==> src/rtl/core/iss_pkg.sv <==
// shared types and constants for the insertion sorter with shift counts
// no dependencies; used by iss_cell and insertion_sorter_with_shift_counts
`default_nettype none

package iss_pkg;

	// field widths of the words
	localparam int VAL_W   = 32;
	localparam int CNT_W   = 6;
	localparam int TOTAL_W = 11;

	// result word kinds
	localparam logic KIND_REPORT  = 1'b0;
	localparam logic KIND_ELEMENT = 1'b1;

	// command broadcast to every cell of the chain
	typedef struct packed {
		logic                    insert;
		logic                    shift;
		logic signed [VAL_W-1:0] value;
	} iss_cmd_t;

endpackage

`default_nettype wire

==> src/rtl/core/iss_cell.sv <==
// one compare-and-shift cell of the sorting chain
// depends on iss_pkg for the command struct and value width
`default_nettype none

module iss_cell (
	input  wire logic                              clk,
	input  wire iss_pkg::iss_cmd_t                 cmd,
	input  wire logic                              occupied,
	input  wire logic                              is_slot,
	input  wire logic signed [iss_pkg::VAL_W-1:0]  prev_val,
	input  wire logic                              prev_gt,
	input  wire logic signed [iss_pkg::VAL_W-1:0]  next_val,
	output logic signed [iss_pkg::VAL_W-1:0]       val,
	output logic                                   gt
);

	logic signed [iss_pkg::VAL_W-1:0] val_q;

	// stored value moves up when it is greater than the incoming one
	assign gt  = occupied && (val_q > cmd.value);
	assign val = val_q;

	// insert takes the left neighbor or the new word, drain takes the right neighbor
	always_ff @(posedge clk) begin
		if (cmd.shift) begin
			val_q <= next_val;
		end else if (cmd.insert && (gt || is_slot)) begin
			val_q <= prev_gt ? prev_val : cmd.value;
		end
	end

endmodule

`default_nettype wire

==> src/rtl/core/insertion_sorter_with_shift_counts.sv <==
// A word accepted into a non-empty, non-full chain registers its insertion report.
// Throughput is one input word per cycle while last is low and out_stall is low.
// A last word starts a drain of one sorted word per cycle while out_stall is low,
// one per stored value, as the chain shifts toward cell zero; no input is taken then.
// Reset clears the control and counters; cell contents stay undefined, no clearing pass.
// top level: sorter control, output register and the row of iss_cell cells
// depends on iss_pkg and iss_cell
`default_nettype none

module insertion_sorter_with_shift_counts #(
	parameter int MAX_LEN = 32
) (
	input  wire logic                                clk,
	input  wire logic                                arst_n,
	input  wire logic                                in_valid,
	output logic                                     in_stall,
	input  wire logic signed [iss_pkg::VAL_W-1:0]    value,
	input  wire logic                                last,
	output logic                                     out_valid,
	input  wire logic                                out_stall,
	output logic                                     kind,
	output logic signed [iss_pkg::VAL_W-1:0]         sorted_value,
	output logic [iss_pkg::CNT_W-1:0]                shifts,
	output logic [iss_pkg::CNT_W-1:0]                outer_count,
	output logic [iss_pkg::TOTAL_W-1:0]              total_shifts,
	output logic                                     overflow,
	output logic                                     end_of_run
);

	localparam int CW = iss_pkg::CNT_W;
	localparam int TW = iss_pkg::TOTAL_W;
	localparam int VW = iss_pkg::VAL_W;
	localparam logic [CW-1:0] MAX_CNT = CW'(MAX_LEN);

	typedef enum logic {ST_IDLE, ST_DRAIN} state_t;

	state_t                state_q;
	logic [CW-1:0]         fill_q;
	logic [CW-1:0]         insert_q;
	logic [TW-1:0]         total_q;
	logic                  dropped_q;

	logic                  out_valid_q;
	logic                  kind_q;
	logic signed [VW-1:0]  sorted_q;
	logic [CW-1:0]         shifts_q;
	logic [CW-1:0]         outer_q;
	logic [TW-1:0]         total_out_q;
	logic                  overflow_q;
	logic                  eor_q;

	iss_pkg::iss_cmd_t     cmd;
	logic                  out_free;
	logic                  accept;
	logic                  full;
	logic                  do_report;
	logic                  drain_step;

	logic signed [VW-1:0]  cell_val [MAX_LEN];
	logic [MAX_LEN-1:0]    gt_vec;
	logic [MAX_LEN-1:0]    gt_prev;
	logic [MAX_LEN-1:0]    rise;
	logic [CW-1:0]         pos;
	logic [CW-1:0]         moved;
	logic [CW-1:0]         insert_next;
	logic [TW-1:0]         total_next;

	// handshake
	assign out_free   = !out_valid_q || !out_stall;
	assign in_stall   = (state_q != ST_IDLE) || !out_free;
	assign accept     = in_valid && !in_stall;
	assign full       = (fill_q == MAX_CNT);
	assign do_report  = accept && !full && (fill_q != '0);
	assign drain_step = (state_q == ST_DRAIN) && out_free;

	// command to the chain
	assign cmd = '{insert: accept && !full, shift: drain_step, value: value};

	// row of cells
	for (genvar i = 0; i < MAX_LEN; i++) begin : g_cell
		logic signed [VW-1:0] prev_v;
		logic signed [VW-1:0] next_v;
		logic                 prev_g;
		if (i == 0) begin : g_first
			assign prev_v = value;
			assign prev_g = 1'b0;
		end else begin : g_mid
			assign prev_v = cell_val[i-1];
			assign prev_g = gt_vec[i-1];
		end
		if (i == MAX_LEN - 1) begin : g_last
			assign next_v = cell_val[i];
		end else begin : g_inner
			assign next_v = cell_val[i+1];
		end
		iss_cell u_cell (
			.clk      (clk),
			.cmd      (cmd),
			.occupied (CW'(i) < fill_q),
			.is_slot  (CW'(i) == fill_q),
			.prev_val (prev_v),
			.prev_gt  (prev_g),
			.next_val (next_v),
			.val      (cell_val[i]),
			.gt       (gt_vec[i])
		);
	end

	// shift count from the thermometer of greater flags
	assign gt_prev = {gt_vec[MAX_LEN-2:0], 1'b0};
	assign rise    = gt_vec & ~gt_prev;

	always_comb begin
		pos = '0;
		for (int i = 0; i < MAX_LEN; i++) begin
			pos = pos | (rise[i] ? CW'(i) : '0);
		end
	end

	assign moved       = (|gt_vec) ? (fill_q - pos) : '0;
	assign insert_next = insert_q + CW'(1);
	assign total_next  = total_q + TW'(moved);

	// control state, counters and output register
	always_ff @(posedge clk or negedge arst_n) begin
		if (!arst_n) begin
			state_q     <= ST_IDLE;
			fill_q      <= '0;
			insert_q    <= '0;
			total_q     <= '0;
			dropped_q   <= 1'b0;
			out_valid_q <= 1'b0;
		end else begin
			// output word valid: set on a new word, cleared once taken
			if (do_report || drain_step) begin
				out_valid_q <= 1'b1;
			end else if (!out_stall) begin
				out_valid_q <= 1'b0;
			end
			unique case (state_q)
				ST_IDLE: begin
					if (accept) begin
						if (full) begin
							dropped_q <= 1'b1;
						end else begin
							fill_q <= fill_q + CW'(1);
						end
						if (do_report) begin
							insert_q    <= insert_next;
							total_q     <= total_next;
							kind_q      <= iss_pkg::KIND_REPORT;
							sorted_q    <= '0;
							shifts_q    <= moved;
							outer_q     <= insert_next;
							total_out_q <= total_next;
							overflow_q  <= dropped_q;
							eor_q       <= 1'b0;
						end
						if (last) begin
							state_q <= ST_DRAIN;
						end
					end
				end
				ST_DRAIN: begin
					if (drain_step) begin
						kind_q      <= iss_pkg::KIND_ELEMENT;
						sorted_q    <= cell_val[0];
						shifts_q    <= '0;
						outer_q     <= insert_q;
						total_out_q <= total_q;
						overflow_q  <= dropped_q;
						eor_q       <= (fill_q == CW'(1));
						fill_q      <= fill_q - CW'(1);
						if (fill_q == CW'(1)) begin
							state_q   <= ST_IDLE;
							insert_q  <= '0;
							total_q   <= '0;
							dropped_q <= 1'b0;
						end
					end
				end
				default: begin
					state_q <= ST_IDLE;
				end
			endcase
		end
	end

	assign out_valid    = out_valid_q;
	assign kind         = kind_q;
	assign sorted_value = sorted_q;
	assign shifts       = shifts_q;
	assign outer_count  = outer_q;
	assign total_shifts = total_out_q;
	assign overflow     = overflow_q;
	assign end_of_run   = eor_q;

`ifndef ASSERT_OFF
	// fill count never passes the chain length
	a_fill_bound: assert property (@(posedge clk) disable iff (!arst_n)
		fill_q <= MAX_CNT)
		else $error("fill count beyond chain length");

	// a drain never runs on an empty chain
	a_drain_nonempty: assert property (@(posedge clk) disable iff (!arst_n)
		(state_q == ST_DRAIN) |-> (fill_q != '0))
		else $error("drain with empty chain");

	// once the final word is shown the sorter is idle and empty
	a_end_clears: assert property (@(posedge clk) disable iff (!arst_n)
		(out_valid_q && eor_q) |-> (state_q == ST_IDLE && fill_q == '0 && insert_q == '0))
		else $error("end of run without cleared state");

	// report words carry no element and element words carry no shift count
	a_kind_fields: assert property (@(posedge clk) disable iff (!arst_n)
		out_valid_q |-> ((kind_q == iss_pkg::KIND_REPORT) ? (sorted_q == '0)
			: (shifts_q == '0)))
		else $error("field not zero for word kind");
`endif

endmodule

`default_nettype wire

==> config.mk <==
export PLATFORM = sky130hd
export DESIGN_NAME = insertion_sorter_with_shift_counts
export DESIGN_NICKNAME = d
export VERILOG_FILES = /design/src/rtl/core/iss_pkg.sv /design/src/rtl/core/iss_cell.sv /design/src/rtl/core/insertion_sorter_with_shift_counts.sv
export SDC_FILE = /design/constraint.sdc
export NUM_CORES = 2
export LEC_CHECK = 0
export BUFFER_PORTS_ARGS = -buffer_cell sky130_fd_sc_hd__buf_2
export CAP_MARGIN = 10
export CORE_MARGIN = 1
export CORE_UTILIZATION = 42
export CTS_CLUSTER_SIZE = 24
export DETAILED_ROUTE_END_ITERATION = 7
export PLACE_DENSITY = 0.58
export SLEW_MARGIN = 20
export SYNTH_ARGS = -nofsm -noshare
export SYNTH_HDL_FRONTEND = slang
export SYNTH_HIERARCHICAL = 1
export SYNTH_SLANG_ARGS = --single-unit
==> constraint.sdc <==
create_clock -name clk -period 9.5 [get_ports clk]
set_clock_uncertainty 0.2 [all_clocks]
set_input_delay 1.9 -clock clk [delete_from_list [all_inputs] [get_ports clk]]
set_output_delay 1.9 -clock clk [all_outputs]
set_load 0.02 [all_outputs]
==> impl_metrics.toml <==
[status]
status = "completed"

[synth]
syn_nets = 9951
synth-seq-area-share = 0.393
syn-cell-area_um2 = 84300
synth_edf_count = 1082
async_flop_share = 0.0235
syn-instance-count = 8870
syn_avg_cell_area_um2 = 9.50
synth_flop_cell = "edfxtp_1"
yosys.cell_types.count = 71
yosys_warnings = 6
synth-seq-cells = 1108

[global_routing]
grt_overflow_total = 0
grt_antenna_before_repair = 7
track_usage = 0.264
grt_max_degree = 234
grt_pass1_wl_mm = 416
grt_pass1_vias = 68700

[pwr]
ir_worst_vdd_mv = 0.210
p_leak_nw = 40.0
finalPower_w = 0.0341
pwr_density_cell_nw_per_um2 = 366

[clock_tree]
post_cts_resized = 0
cts.path.max_buffers = 3
path_clk_slew_ps = 60
cts_tree = "yes"
cts_max_level = 4
post_cts_buffers = 0
worstSkewPairLatency_ps = 810
cts_hold_buffers = 0
numCtsBuffers = 138
clock_tree.root_cell = "clkbuf_16"
cts_sinks = 1108

[timing]
setup_viol = 0
tightest_slew_ps = 1100
timing.final.hold_violations = 0
rsz0062_at_grt = "no"
fin_setup_tns_ps = 0
drv_slew = 0
hold_slack_ps = 318
layout_min_cycle_time_ps = 8160
period_share = 0.858
fmax_mhz = 123
slew_headroom = 0.266

[placement]
placed_cell_area_um2 = 88800
hpwl_mm = 201
numPortBuffers = 96
place.gp.congestion = 0.883

[die]
die_area_um2 = 202000
start_util = 0.423
fp.coreArea_um2 = 199000
die_x_um = 450
ioPinCount = 97
rows = 164
fp.dieH_um = 450

[finish]
postLayoutCellArea_um2 = 93200
drive_above_1_share = 0.0746
final_util = 0.467
layout.nets = 10000
final_cell_mix = "nand2_1, o21ai_0, edfxtp_1"
final_common_cell = "nand2_1"
syn_to_final_growth_pct = 10.6

[drt]
num_vias = 68600
drt_wl_total_mm = 274
wire_per_inst_um = 23.5
drc = 0
drtIter0Drc = 6448
via_per_inst = 5.87
ant_nets = 0
firstDrtPassIters = 6

[critical_path]
crit_path_max_fanout = 49
start_kind = "input pin"
crit_start = "value[31]"
cp_data_required_time_ps = 9840
worstSetupEndpointType = "register"
critical_path_class = "in -> reg"
cp.arrival_ps = 8490
r2r_start = "fill_q[1]"

[hold_path]
hold_class = "reg -> reg"
hp-start = "dropped_q"

[run]
drv_cap = 0
-- kinds of logic (layout without fill, tap and decap cells) --
| kind of cell | Yosys count | after routing | share of synthesized area |
|---|---|---|---|
| AND/OR/NAND/NOR | 2227 | 2227 | 0.125 |
| flip-flops | 1108 | 1108 | 0.393 |
| adder cells (fa/ha/maj) | 1044 | 1044 | 0.155 |
| multiplexers | 1032 | 1032 | 0.123 |
| other | 1 | 3 | 0.0000445 |
| buffers and inverters | 1432 | 1596 | 0.0641 |
| XOR/XNOR | 18 | 18 | 0.00187 |
| AO/OA/AOI/OAI | 2008 | 2008 | 0.138 |
-- state kept, by name (all words and copies together), names as in the netlist --
signal / cells
dropped_q: 1
end_of_run: 1
fill_q: 6
g_cell.u_cell/val: 1024
insert_q: 6
kind: 1
out_valid: 1
outer_count: 6
overflow: 1
shifts: 6
sorted_value: 32
state_q: 1
total_q: 11
total_shifts: 11
-- where the power goes --
group / internal, W / switching (W)
registers: 0.00926 / 0.00285
clock network: 0.00295 / 0.00227
logic: 0.00650 / 0.0103
total: 0.0187 / 0.0154
-- worst max-delay path, cell delays in order --
cell and delay, ps:
buf_4 630, inv_1 110, ha_1 440, nand4_2 170, nor3_1 70, a221oi_1 270, o211ai_1 270, or3_2 550
a21boi_4 170, buf_4 560, nand2b_1 320, nand3_1 200, nand3b_1 160, nor2_1 70, ha_1 260, nor2b_1 140
o31a_1 270, a21oi_1 200, nor2b_1 200, ha_1 280, o21ai_0 220, o21bai_1 90, a21oi_1 550, nor4b_1 150
xor2_1 170
-- metrics by stage --
stage	instances	worst slack (ps)
2_1_floorplan	8870	1230
3_3_place_gp	11400	566
3_5_place_dp	11400	600
4_1_cts	11700	1450
5_1_grt	11700	1010
6_report	11700	1340
-- metal layers --
metal | share of wire | wire, um | global-route usage
met4 | 0.032 | 8830 | 0.0887
met5 | 0.000087 | 24 | 0
met1 | 0.43 | 118000 | 0.349
met3 | 0.059 | 16100 | 0.0341
met2 | 0.48 | 131000 | 0.443
-- cell usage after synthesis, types with 6 or more instances --
| library cell | n | area, um2 |
|---|---|---|
| or3_2 | 32 | 240 |
| nand3_1 | 73 | 365 |
| o21ai_0 | 1214 | 6080 |
| edfxtp_1 | 1082 | 32500 |
| nand2_1 | 1367 | 5130 |
| nand4_2 | 32 | 400 |
| o21a_1 | 34 | 255 |
| nor2b_1 | 39 | 244 |
| buf_1 | 98 | 368 |
| xor2_1 | 11 | 96.3 |
| a21o_1 | 6 | 45.0 |
| or4_1 | 34 | 255 |
| nor3_1 | 50 | 250 |
| inv_1 | 1055 | 3960 |
| a31oi_1 | 34 | 213 |
| a2bb2oi_1 | 32 | 280 |
| ha_1 | 1042 | 13000 |
| a21oi_1 | 399 | 2000 |
| a221oi_2 | 32 | 480 |
| a211oi_1 | 36 | 270 |
| clkbuf_1 | 274 | 1030 |
| and2_1 | 41 | 257 |
| nor2_1 | 155 | 582 |
| nand3b_1 | 34 | 255 |
| mux2i_1 | 1027 | 10300 |
| a2111o_1 | 32 | 360 |
| nor4_1 | 17 | 106 |
| dfrtp_1 | 26 | 651 |
| a21boi_2 | 32 | 360 |
| nand2b_1 | 39 | 244 |
| xnor2_1 | 7 | 61.3 |
| or4_4 | 32 | 360 |
| o211ai_1 | 66 | 495 |
| a221oi_1 | 65 | 569 |
| nand4_1 | 227 | 1420 |
| and3_1 | 37 | 231 |
-- area by class of cell --
| cell class | count | area [um2] |
|---|---|---|
| diodes | 2 | 5.00 |
| clock buffers | 175 | 3660 |
| clock inverters | 76 | 673 |
| fillers | 18800 | 106000 |
| inverters | 1055 | 3960 |
| multi-input cells | 6330 | 46000 |
| flip-flops and latches | 1108 | 33100 |
| well taps | 2656 | 3320 |
| repair buffers | 290 | 2390 |
-- path summary, 6_finish.rpt --
| kind | endpoint | slack [ps] | depth (start not counted) |
|---|---|---|---|
| max in group asynchronous | state_q | 7660 | 1 |
| min | overflow | 320 | 0 |
| max | total_shifts[10] | 1340 | 25 |
| min reg2reg | overflow | 320 | 0 |
| max reg2reg | total_shifts[10] | 2120 | 19 |
| min in group asynchronous | insert_q[5] | 940 | 1 |
No activity file was read; power rests on OpenSTA's default activity.
